## src/sv/ldfp_pkg.sv

```systemverilog
`timescale 1ns / 1ps
// ----------------------------------------------------------------------------
// LoRaWAN data frame parser package
// Shared types and constants for the frame parser and uplink filter.
// ----------------------------------------------------------------------------
package ldfp_pkg;

  localparam int CFG_DATA_W = 32;
  localparam int CFG_IDX_W  = 2;

  localparam logic [CFG_IDX_W-1:0] CFG_PORT_FILTER = 2'd0;
  localparam logic [CFG_IDX_W-1:0] CFG_ADDR_PREFIX = 2'd1;
  localparam logic [CFG_IDX_W-1:0] CFG_PREFIX_BITS = 2'd2;

  localparam logic [5:0] PREFIX_BITS_RESET = 6'd32;
  localparam logic [5:0] PREFIX_BITS_FULL  = 6'd32;

  localparam logic [2:0] MTYPE_UNCONF_UP = 3'd2;
  localparam logic [2:0] MTYPE_CONF_UP   = 3'd4;

  localparam logic [1:0] VERDICT_PASS      = 2'd0;
  localparam logic [1:0] VERDICT_PORT_MISS = 2'd1;
  localparam logic [1:0] VERDICT_ADDR_MISS = 2'd2;

  localparam logic [3:0] OPTS_MASK = 4'hF;

  typedef struct packed {
    logic [7:0] frame_byte;
    logic       frame_end;
  } in_item_t;

  typedef struct packed {
    logic [7:0]  mac_header;
    logic [31:0] device_address;
    logic [7:0]  frame_control;
    logic [15:0] frame_counter;
    logic [7:0]  port_number;
    logic [31:0] integrity_code;
    logic [1:0]  filter_verdict;
    logic        frame_short;
  } out_item_t;

  typedef struct packed {
    logic [7:0]  header;
    logic [31:0] address;
    logic [7:0]  control;
    logic [15:0] counter;
    logic [7:0]  port;
    logic [31:0] mic;
    logic        short_frame;
  } frame_rec_t;

  typedef struct packed {
    logic [7:0]  port_filter;
    logic [31:0] addr_prefix;
    logic [5:0]  prefix_bits;
  } cfg_t;

endpackage

```

## src/sv/ldfp_front.sv

```systemverilog
`timescale 1ns / 1ps
// ----------------------------------------------------------------------------
// LoRaWAN frame parser front end
// Captures header fields byte by byte and emits a frame record at frame end.
// ----------------------------------------------------------------------------
module ldfp_front #(
  parameter int MAX_FRAME_BYTES = 256
) (
  input  logic                clk,
  input  logic                rst,
  input  logic                accept,
  input  ldfp_pkg::in_item_t  item,
  output logic                push,
  output ldfp_pkg::frame_rec_t rec
);

  localparam int IDX_W = $clog2(MAX_FRAME_BYTES + 1);
  localparam logic [IDX_W-1:0] IDX_MAX = IDX_W'(MAX_FRAME_BYTES);

  logic [IDX_W-1:0] byte_index, byte_index_next;
  logic [7:0]       header_store, header_store_next;
  logic [31:0]      address_store, address_store_next;
  logic [7:0]       control_store, control_store_next;
  logic [15:0]      counter_store, counter_store_next;
  logic [7:0]       port_candidate, port_candidate_next;
  logic [31:0]      tail_bytes, tail_bytes_next;
  logic [3:0]       opts;
  logic [7:0]       b;

  always_comb begin
    b                   = item.frame_byte;
    header_store_next   = header_store;
    address_store_next  = address_store;
    control_store_next  = control_store;
    counter_store_next  = counter_store;
    port_candidate_next = port_candidate;
    opts                = control_store[3:0] & ldfp_pkg::OPTS_MASK;
    case (byte_index)
      IDX_W'(0): header_store_next = b;
      IDX_W'(1): address_store_next[7:0] = b;
      IDX_W'(2): address_store_next[15:8] = b;
      IDX_W'(3): address_store_next[23:16] = b;
      IDX_W'(4): address_store_next[31:24] = b;
      IDX_W'(5): begin
        control_store_next = b;
        opts               = b[3:0] & ldfp_pkg::OPTS_MASK;
      end
      IDX_W'(6): counter_store_next = {8'd0, b};
      IDX_W'(7): counter_store_next[15:8] = b;
      default: ;
    endcase
    if (byte_index == IDX_W'(8) + IDX_W'(opts)) begin
      port_candidate_next = b;
    end
    tail_bytes_next = {b, tail_bytes[31:8]};
    byte_index_next = (byte_index < IDX_MAX) ? byte_index + IDX_W'(1) : byte_index;

    rec.header      = header_store_next;
    rec.address     = address_store_next;
    rec.control     = control_store_next;
    rec.counter     = counter_store_next;
    rec.port        = (byte_index_next >= IDX_W'(13) + IDX_W'(opts)) ?
                      port_candidate_next : 8'd0;
    rec.mic         = tail_bytes_next;
    rec.short_frame = byte_index_next < IDX_W'(12) + IDX_W'(opts);
    push            = accept && item.frame_end;
  end

  always_ff @(posedge clk) begin
    if (rst || push) begin
      byte_index     <= '0;
      header_store   <= '0;
      address_store  <= '0;
      control_store  <= '0;
      counter_store  <= '0;
      port_candidate <= '0;
      tail_bytes     <= '0;
    end else if (accept) begin
      byte_index     <= byte_index_next;
      header_store   <= header_store_next;
      address_store  <= address_store_next;
      control_store  <= control_store_next;
      counter_store  <= counter_store_next;
      port_candidate <= port_candidate_next;
      tail_bytes     <= tail_bytes_next;
    end
  end

endmodule

```

## src/sv/ldfp_queue.sv

```systemverilog
`timescale 1ns / 1ps
// ----------------------------------------------------------------------------
// LoRaWAN frame record queue
// Two-entry queue of frame records between the front and back ends.
// ----------------------------------------------------------------------------
module ldfp_queue (
  input  logic                 clk,
  input  logic                 rst,
  input  logic                 push,
  input  ldfp_pkg::frame_rec_t wr_rec,
  output logic                 full,
  input  logic                 pop_req,
  output logic                 avail,
  output ldfp_pkg::frame_rec_t rd_rec
);

  ldfp_pkg::frame_rec_t entry [2];
  logic       wr_ptr, rd_ptr;
  logic [1:0] count;
  logic       pop;

  assign pop    = pop_req && (count != 2'd0);
  assign full   = (count == 2'd2);
  assign avail  = (count != 2'd0);
  assign rd_rec = entry[rd_ptr];

  always_ff @(posedge clk) begin
    if (push) begin
      entry[wr_ptr] <= wr_rec;
    end
  end

  always_ff @(posedge clk) begin
    if (rst) begin
      wr_ptr <= 1'b0;
      rd_ptr <= 1'b0;
      count  <= 2'd0;
    end else begin
      if (push) begin
        wr_ptr <= ~wr_ptr;
      end
      if (pop) begin
        rd_ptr <= ~rd_ptr;
      end
      count <= count + {1'b0, push} - {1'b0, pop};
    end
  end

endmodule

```

## src/sv/ldfp_back.sv

```systemverilog
`timescale 1ns / 1ps
// ----------------------------------------------------------------------------
// LoRaWAN frame filter back end
// Applies the uplink port and address filter and holds the result register.
// ----------------------------------------------------------------------------
module ldfp_back (
  input  logic                 clk,
  input  logic                 rst,
  input  ldfp_pkg::cfg_t       cfg,
  input  logic                 q_avail,
  output logic                 q_pop,
  input  ldfp_pkg::frame_rec_t rec,
  output logic                 out_valid,
  input  logic                 out_stall,
  output ldfp_pkg::out_item_t  out_data
);

  logic        take;
  logic [2:0]  mtype;
  logic [31:0] prefix;
  logic [5:0]  shift;
  logic [1:0]  verdict;

  assign take  = q_avail && (!out_valid || !out_stall);
  assign q_pop = take;

  always_comb begin
    shift = ldfp_pkg::PREFIX_BITS_FULL - cfg.prefix_bits;
    if (cfg.prefix_bits == 6'd0) begin
      prefix = 32'd0;
    end else if (cfg.prefix_bits >= ldfp_pkg::PREFIX_BITS_FULL) begin
      prefix = rec.address;
    end else begin
      prefix = rec.address >> shift[4:0];
    end
    mtype   = rec.header[7:5];
    verdict = ldfp_pkg::VERDICT_PASS;
    if (mtype == ldfp_pkg::MTYPE_UNCONF_UP || mtype == ldfp_pkg::MTYPE_CONF_UP) begin
      if (cfg.port_filter != 8'd0 && rec.port != cfg.port_filter) begin
        verdict = ldfp_pkg::VERDICT_PORT_MISS;
      end else if (cfg.addr_prefix != 32'd0 && prefix != cfg.addr_prefix) begin
        verdict = ldfp_pkg::VERDICT_ADDR_MISS;
      end
    end
  end

  always_ff @(posedge clk) begin
    if (rst) begin
      out_valid <= 1'b0;
    end else if (take) begin
      out_valid <= 1'b1;
    end else if (!out_stall) begin
      out_valid <= 1'b0;
    end
  end

  always_ff @(posedge clk) begin
    if (take) begin
      out_data.mac_header     <= rec.header;
      out_data.device_address <= rec.address;
      out_data.frame_control  <= rec.control;
      out_data.frame_counter  <= rec.counter;
      out_data.port_number    <= rec.port;
      out_data.integrity_code <= rec.mic;
      out_data.filter_verdict <= verdict;
      out_data.frame_short    <= rec.short_frame;
    end
  end

endmodule

```

## src/sv/lorawan_data_frame_parser_filter_unit.sv

```systemverilog
`timescale 1ns / 1ps
// ----------------------------------------------------------------------------
// LoRaWAN data frame parser and uplink filter
// Parses MAC header fields of a data frame one byte per transaction.
//
// Input channel: one frame byte per transaction, frame_end on the last byte.
// Output channel: one result per frame with MHDR, DevAddr, FCtrl, FCnt, FPort,
// MIC, a short-frame flag and the filter verdict.
// Throughput: one byte per cycle while the input is not stalled. A frame's
// result passes through a queue entry and then the back-end result register
// after its last byte is accepted.
// Config: a write port for port_filter, addr_prefix and prefix_bits; write
// only while the block is idle.
// Reset clears the per-frame capture state, the queue, the output register
// and the configuration (prefix_bits returns to 32).
// When the receiver stalls, the result holds; the two-entry queue takes
// further finished frames and the input stalls only once it is full.
// ----------------------------------------------------------------------------
module lorawan_data_frame_parser_filter_unit #(
  parameter int MAX_FRAME_BYTES = 256
) (
  input  logic                                clk,
  input  logic                                rst,
  input  logic                                in_valid,
  output logic                                in_stall,
  input  ldfp_pkg::in_item_t                  in_data,
  output logic                                out_valid,
  input  logic                                out_stall,
  output ldfp_pkg::out_item_t                 out_data,
  input  logic                                cfg_write_en,
  input  logic [ldfp_pkg::CFG_IDX_W-1:0]      cfg_index,
  input  logic [ldfp_pkg::CFG_DATA_W-1:0]     cfg_data
);

  ldfp_pkg::cfg_t       cfg;
  ldfp_pkg::frame_rec_t wr_rec, rd_rec;
  logic                 q_avail, q_pop;
  logic                 accept, push, full;

  assign in_stall = full;
  assign accept   = in_valid && !in_stall;

  always_ff @(posedge clk) begin
    if (rst) begin
      cfg.port_filter <= 8'd0;
      cfg.addr_prefix <= 32'd0;
      cfg.prefix_bits <= ldfp_pkg::PREFIX_BITS_RESET;
    end else if (cfg_write_en) begin
      unique case (cfg_index)
        ldfp_pkg::CFG_PORT_FILTER: cfg.port_filter <= cfg_data[7:0];
        ldfp_pkg::CFG_ADDR_PREFIX: cfg.addr_prefix <= cfg_data[31:0];
        ldfp_pkg::CFG_PREFIX_BITS: cfg.prefix_bits <= cfg_data[5:0];
        default: ;
      endcase
    end
  end

  ldfp_front #(
    .MAX_FRAME_BYTES(MAX_FRAME_BYTES)
  ) u_front (
    .clk   (clk),
    .rst   (rst),
    .accept(accept),
    .item  (in_data),
    .push  (push),
    .rec   (wr_rec)
  );

  ldfp_queue u_queue (
    .clk    (clk),
    .rst    (rst),
    .push   (push),
    .wr_rec (wr_rec),
    .full   (full),
    .pop_req(q_pop),
    .avail  (q_avail),
    .rd_rec (rd_rec)
  );

  ldfp_back u_back (
    .clk      (clk),
    .rst      (rst),
    .cfg      (cfg),
    .q_avail  (q_avail),
    .q_pop    (q_pop),
    .rec      (rd_rec),
    .out_valid(out_valid),
    .out_stall(out_stall),
    .out_data (out_data)
  );

  a_reset_clears_out: assert property (@(posedge clk) rst |=> !out_valid)
    else $error("output valid after reset");

  a_verdict_code: assert property (@(posedge clk) disable iff (rst)
    out_valid |-> (out_data.filter_verdict == ldfp_pkg::VERDICT_PASS ||
                   out_data.filter_verdict == ldfp_pkg::VERDICT_PORT_MISS ||
                   out_data.filter_verdict == ldfp_pkg::VERDICT_ADDR_MISS))
    else $error("undefined filter verdict");

  a_downlink_passes: assert property (@(posedge clk) disable iff (rst)
    (out_valid && out_data.mac_header[7:5] != ldfp_pkg::MTYPE_UNCONF_UP &&
     out_data.mac_header[7:5] != ldfp_pkg::MTYPE_CONF_UP)
    |-> out_data.filter_verdict == ldfp_pkg::VERDICT_PASS)
    else $error("non-uplink frame filtered");

  a_port_implies_long: assert property (@(posedge clk) disable iff (rst)
    (out_valid && out_data.port_number != 8'd0) |-> !out_data.frame_short)
    else $error("port reported on short frame");

endmodule

```

## config.mk

```make
export PLATFORM = sky130hd
export DESIGN_NAME = lorawan_data_frame_parser_filter_unit
export DESIGN_NICKNAME = d
export VERILOG_FILES = /design/src/sv/ldfp_pkg.sv /design/src/sv/ldfp_front.sv /design/src/sv/ldfp_queue.sv /design/src/sv/ldfp_back.sv /design/src/sv/lorawan_data_frame_parser_filter_unit.sv
export SDC_FILE = /design/constraint.sdc
export NUM_CORES = 1
export LEC_CHECK = 0
export BUFFER_PORTS_ARGS = -buffer_cell sky130_fd_sc_hd__buf_2
export CAP_MARGIN = 40
export CORE_MARGIN = 2
export CORE_UTILIZATION = 50
export DETAILED_ROUTE_END_ITERATION = 10
export GPL_TIMING_DRIVEN = 0
export PLACE_DENSITY = 0.7
export SLEW_MARGIN = 20
export SYNTH_ARGS = -nofsm -noshare
export SYNTH_HDL_FRONTEND = slang
export SYNTH_HIERARCHICAL = 1
export SYNTH_SLANG_ARGS = --single-unit
```

## constraint.sdc

```tcl
create_clock -name clk -period 10.5 [get_ports clk]
set_clock_uncertainty 0.2 [all_clocks]
set_input_delay 1.575 -clock clk [delete_from_list [all_inputs] [get_ports clk]]
set_output_delay 1.575 -clock clk [all_outputs]
set_load 0.005 [all_outputs]
```

=== Word level (Yosys, flattened, before mapping) ===
Memory sizes are Yosys's and may differ from the RTL's. A register that Yosys moved wholly into a read port is not among the register bits.
Index checks and enable logic that the tools add are counted.

* Add/sub/neg operators: 7
* $lt $le $gt $ge: 4
* Eq/ne operators: 16
* Shift-type cells: 1
* Mux-type cells: 22
* Bitwise operators: 3
* Reductions and logical operators: 22

{| class="wikitable"
|+ Operators by type and width
! operator !! number
|-
| 8-bit two-way mux || 9
|-
| 32-bit two-way mux || 2
|-
| 9-bit by 3-bit equality test with 1-bit output, second input constant || 4
|-
| 32-bit inequality test || 1
|-
| 32-bit nonzero test || 1
|-
| 32-bit by 5-bit right shift with 32-bit output || 1
|-
| 9-bit by 2-bit equality test with 1-bit output, second input constant || 2
|-
| 8-bit one-hot mux with 2 select lines || 1
|-
| 4-bit by 4-bit adder with 5-bit output, first input constant || 3
|-
| 9-bit by 1-bit adder with 9-bit output, second input constant || 1
|-
| 9-bit by 1-bit equality test with 1-bit output, second input constant || 1
|-
| 9-bit equality test || 1
|-
| 9-bit greater-or-equal comparator || 1
|-
| 9-bit logical NOT || 1
|-
| 9-bit < comparator || 1
|-
| 9-bit < comparator, second input constant || 1
|-
| 9-bit two-way mux || 1
|-
| 8-bit inequality test || 1
|-
| 8-bit nonzero test || 1
|-
| 1-bit two-way mux || 7
|-
| 6-bit greater-or-equal comparator, second input constant || 1
|-
| 1-bit logical AND || 6
|-
| 6-bit logical NOT || 1
|-
| 2-bit AND reduction || 3
|-
| other kinds (16) || 23
|}

* Register bits: 271
* Bits in writable memories: 210
* Word-level logic and storage cells: 99
* Memories: 1

{| class="wikitable"
|+ Memories
! memory !! words !! bits a word !! rd ports !! clocked after memory_dff !! write ports !! line !! text
|-
| u_queue.entry || 2 || 105 || 1 || 1 || 1 || ldfp_queue.sv:17 || <nowiki>ldfp_pkg::frame_rec_t entry [2];</nowiki>
|}

=== Longest topological paths before layout ===
* Depth after elaboration: 8
* Gate-level depth with buffers: 17
* Depth with buffers taken out: 13

=== Hierarchy ===
The synthesis kept the hierarchy.

{| class="wikitable"
|+ Modules (own cells, without submodules)
! module !! instances !! cells each !! area an instance (µm²)
|-
| ldfp_queue || 1 || 350 || 8070.2
|-
| ldfp_back || 1 || 473 || 5997.0
|-
| ldfp_front || 1 || 591 || 5479.0
|-
| lorawan_data_frame_parser_filter_unit || 1 || 188 || 1983.2
|}

=== Worst setup path before layout ===
OpenSTA, ideal clock, no wires.

* Path kind: input port to flip-flop
* Start: input port out_stall
* End: register u_queue.count[1]
* Setup time: 0.064 ns
* Arrival: 10.730 ns
* Slack: -0.494 ns
* Stages: 7
* Buffers on the path: 0
* Path through: a21boi_0 o21a_1 ha_1 inv_1 ha_1 xnor3_1 nor2_1

* Word-level cells in the longest chain between the ends: 5

{| class="wikitable"
|+ Ends and longest elaborated chain
! what !! line !! text
|-
| start, declared || lorawan_data_frame_parser_filter_unit.sv:28 || <nowiki>input logic out_stall,</nowiki>
|-
| 1-bit logical NOT || ldfp_back.sv:24 || <nowiki>assign take = q_avail && (!out_valid || !out_stall);</nowiki>
|-
| 1-bit logical OR || ldfp_back.sv:24 ||
|-
| 1-bit logical AND || ldfp_back.sv:24 ||
|-
| 1-bit logical AND || ldfp_queue.sv:22 || <nowiki>assign pop = pop_req && (count != 2'd0);</nowiki>
|-
| via u_queue.pop || ldfp_queue.sv:20 || <nowiki>logic pop;</nowiki>
|-
| 2-bit by 1-bit subtractor with 2-bit output || ldfp_queue.sv:45 || <nowiki>count <= count + {1'b0, push} - {1'b0, pop};</nowiki>
|-
| end signal, assigned || ldfp_queue.sv:45 ||
|-
| end, declared || ldfp_queue.sv:19 || <nowiki>logic [1:0] count;</nowiki>
|}

The timed path passes the listed nets, and every way through them passes these cells.
A chain may end at the register's enable or synchronous reset.

=== Worst setup path after layout ===
* Start: register, netlist name cfg[0]
* End: register, netlist name u_back/out_data[2]

* Word-level cells in the longest chain between the ends: 7
* Elaborated cells on any way between the ends: 9
* Those cells by class: add/sub (1); order compare (1); eq/ne (1); shift (1); mux (3); reduce/logical (2)

{| class="wikitable"
|+ Ends and longest elaborated chain
! what !! line !! text
|-
| 1-bit by 5-bit subtractor with 5-bit output || ldfp_back.sv:28 || <nowiki>shift = ldfp_pkg::PREFIX_BITS_FULL - cfg.prefix_bits;</nowiki>
|-
| 32-bit by 5-bit right shift with 32-bit output || ldfp_back.sv:34 || <nowiki>prefix = rec.address >> shift[4:0];</nowiki>
|-
| 32-bit two-way mux || ldfp_back.sv:31 || <nowiki>end else if (cfg.prefix_bits >= ldfp_pkg::PREFIX_BITS_FULL) begin</nowiki>
|-
| 32-bit two-way mux (*) || ldfp_back.sv:29 || <nowiki>if (cfg.prefix_bits == 6'd0) begin</nowiki>
|-
| 32-bit inequality test (*) || ldfp_back.sv:41 || <nowiki>end else if (cfg.addr_prefix != 32'd0 && prefix != cfg.addr_prefix) begin</nowiki>
|-
| 1-bit logical AND (*) || ldfp_back.sv:41 ||
|-
| 2-bit two-way mux (*) || ldfp_back.sv:41 ||
|}

Mark *: on every way between the ends. The rest lies on a longest branch, timed or not.

==> results by group <==
Status
  – Status: complete, no violations

CTS
  – Worst-path clk slew: 0.06 ns
  – Clock buffer depth: 3
  – CTS tree: done
  – Sink Count: 474
  – CTS Hold Bufs: 0
  – CTS buffer count: 49
  – Post-CTS Setup Bufs: 0
  – Skew-Pair Late Insertion Delay: 0.60 ns
  – Post-cts resize count: 0
  – CTS root buffer: clkbuf_16
  – Htree depth: 2

Logic synthesis
  – Largest family of logic cells by synthesized area: multiplexers
  – Area share of the largest cell type after synthesis: 0.442
  – Netlist Area Pre-Place: 21,500 um2
  – Cell variety after synth: 75
  – Post-synthesis sequential area ratio: 0.588
  – EDFF count, synth: 317
  – Adder-cell share of the synthesized area: 0.0105
  – Mux contribution to synthesized area: 0.201
  – Post-synth top flop: edfxtp_1
  – #FFs+latches synth: 474
  – Synth async-reset ratio: 0
  – Synthesized Nets: 1,668
  – Post-synthesis compound-gate area fraction: 0.0533
  – Largest area contributor in the netlist: edfxtp_1
  – Syn_area_per_cell: 13.4 um2
  – Syn Inst Count: 1,602
  – Simple-gate share of the synthesized area: 0.0968
  – Synth Area in XOR/XNOR: 0.0202
  – Yosys Warn Count: 6
  – Largest cells by area after synthesis: edfxtp_1 (44%), dfxtp_1 (15%), mux2i_1 (8.5%), mux2_2 (6.3%), mux2_4 (3.6%)

GRT
  – Initial antenna violation count: 0
  – GRT Residual Overflow: 0
  – Largest net degree at the start of global routing: 53
  – Vias in the first global route: 13,800
  – GRT Total Usage: 0.248
  – First-pass GRT wire length: 83,000 um

Route
  – DRT met1 WL: 24,300 um
  – Metal3 WL: 3380 um
  – Antenna-violating nets left: 0
  – # DRC: 0
  – Initial DRC count: 1,247
  – DR WL/cell: 23.0 um
  – Drt pass-1 iters: 6
  – Vias per cell: 5.79
  – Top routing layer in use: met4
  – Final WL: 55,400 um
  – Metal2 WL: 25,900 um
  – Vias: 13,900

Layout
  – Area Growth Syn to Fin: 16.1%
  – Design area: 25,000 um2
  – Number of fill cells in the layout: 3,467
  – Area of the multi-input gates: 8240 um2
  – Most common cell after layout, fill and taps aside: edfxtp_1
  – Most frequent cells in the layout: edfxtp_1 (317), mux2i_1 (183), buf_2 (169)
  – Fin nets: 1,886
  – Reg area: 12,700 um2
  – Number of diodes: 0
  – Layout cells sized above 1: 0.258

Critical path
  – Bufs and invs on worst path: 3
  – Worst path max stage delay: 0.64 ns
  – Critical-path top delay cell: mux4_2
  – Critical-path maximum fanout: 10
  – CP cell instances: clkbuf_1 -> inv_2 -> buf_1 -> ha_1 -> xor2_4 -> mux4_2 -> mux2i_1 -> mux2_4 -> a31o_1 -> or4_1 -> or4_1 -> nor4_1 -> a41oi_1
  – Most Frequent Cell on Critical Path: or4_1
  – Worst Setup End Kind: register
  – Critical Path AT: 5.89 ns
  – CP Data Required Time: 10.62 ns
  – WS Path Type: reg2reg
  – CP startpoint kind: register
  – Crit path max-delay family: multiplexers

Power
  – Pwr Total: 0.00525 W
  – Worst VDD drop: 0.000130 V
  – Leak: 9.65 nW
  – Power Dens Cells: 210 nW/um2

STA
  – Fmax: 0.173 GHz
  – RSZ-0062 raised after global routing: false
  – Minimum clock period after layout: 5.77 ns
  – Final hold slack: 0.254 ns
  – Fin crit share: 0.550
  – Fin. Hold Viols: 0
  – Final Setup Violations: 0
  – Slew Limit Fails: 0
  – Worst slew margin: 0.413
  – Worst slew pin tran: 0.880 ns

Floorplan
  – Initial Utilization: 0.503
  – Num rows: 76
  – CORE AREA: 42,800 um2
  – I/O pin cnt: 157
  – Die ar.: 44,700 um2
  – Die height: 212 um
  – Die Width: 212 um

Placement
  – Dpl hpwl: 39,200 um
  – Placed Instance Area: 23,300 um2
  – Placer Congestion: 0.944
  – IO Port Bufs: 150

Worst hold path
  – Hold Crit Class: reg2reg

Run
  – Max-Cap Viols: 0
[synth_stat cells (12+ instances only)]
cell,number
edfxtp_1,317
mux2i_1,183
dfxtp_1,157
nor2_1,127
mux2_2,121
nand2b_1,87
clkbuf_1,62
mux2_4,51
nand2_1,49
a21oi_1,45
nand3_1,26
o21ai_0,26
xnor2_1,26
nor2b_1,19
ha_1,18
xor2_1,18
buf_2,17
mux4_2,16
nand4_1,16
a211oi_1,15
a22oi_1,15
inv_1,15
nor4_1,13
nor3_1,12
[worst register-to-register path, delay by kind of cell (launching register included)]
kind                     cells  cell delay [ns]
AO/OA/AOI/OAI                2             0.38
XOR/XNOR                     1             0.42
adder cells (fa/ha/maj)      1             0.47
AND/OR/NAND/NOR              3             1.21
flip-flops                   1             0.33
buffers and inverters        3             1.12
multiplexers                 3             1.39
[sequential cells by signal (all words and copies together) (netlist names), named ones only]
register	flops
u_front/control_store	8
u_front/tail_bytes	24
u_back/out_data	107
cfg	46
u_front/header_store	8
u_queue/count	2
u_front/address_store	32
u_front/byte_index	9
u_queue/entry	210
u_back/out_valid	1
u_queue/rd_ptr	1
u_queue/wr_ptr	1
u_front/port_candidate	8
u_front/counter_store	16
[where the power goes]
part | total (W) | internal [W] | switching, W
logic | 0.00112 | 0.000492 | 0.000625
clock network | 0.00180 | 0.00106 | 0.000737
registers | 0.00233 | 0.00226 | 0.0000720
total | 0.00525 | 0.00381 | 0.00143
[layout make-up]
type / instances / share of cell area
flip-flops and latches: 474 / 0.506
multi-input cells: 1005 / 0.330
clock buffers: 59 / 0.0518
repair buffers: 167 / 0.0438
well taps: 546 / 0.0273
plain buffers: 107 / 0.0234
clock inverters: 33 / 0.0153
inverters: 16 / 0.00240
[per-stage QoR]
stage / util / std cells / TNS (ns) / setup slack [ns]
after floorplan: - / 1602 / 0 / 2.38
after global placement: 0.537 / 2298 / -37.54 / -0.369
after detailed placement: 0.545 / 2313 / 0 / 4.86
after CTS: 0.584 / 2405 / 0 / 4.85
after global routing: 0.584 / 2407 / 0 / 4.53
final: 0.584 / 2407 / 0 / 4.73
[kinds of logic (layout without fill, tap and decap cells)]
kind of cell             count (synthesis)  in the layout
AO/OA/AOI/OAI                          170            170
XOR/XNOR                                46             46
adder cells (fa/ha/maj)                 18             18
buffers and inverters                  123            382
flip-flops                             474            474
multiplexers                           372            372
AND/OR/NAND/NOR                        399            399
[worst paths after layout]
kind | startpoint | end | slack [ns] | cells past startpoint
setup / recovery | cfg[0] | u_back/out_data[2] | 4.73 | 13
hold / removal | u_front/tail_bytes[11] | u_queue/entry[0][4] | 0.25 | 0
setup reg to reg | cfg[0] | u_back/out_data[2] | 4.73 | 13
hold reg to reg | u_front/tail_bytes[11] | u_queue/entry[0][4] | 0.25 | 0
[metal layers]
metal  vias to the layer above  GRT usage
li1                       6409          -
met1                      6885      0.346
met2                       519      0.392
met3                       112     0.0368
met4                         0     0.0974
met5                         -          0
Note: power is estimated with default switching activity, not from simulation.
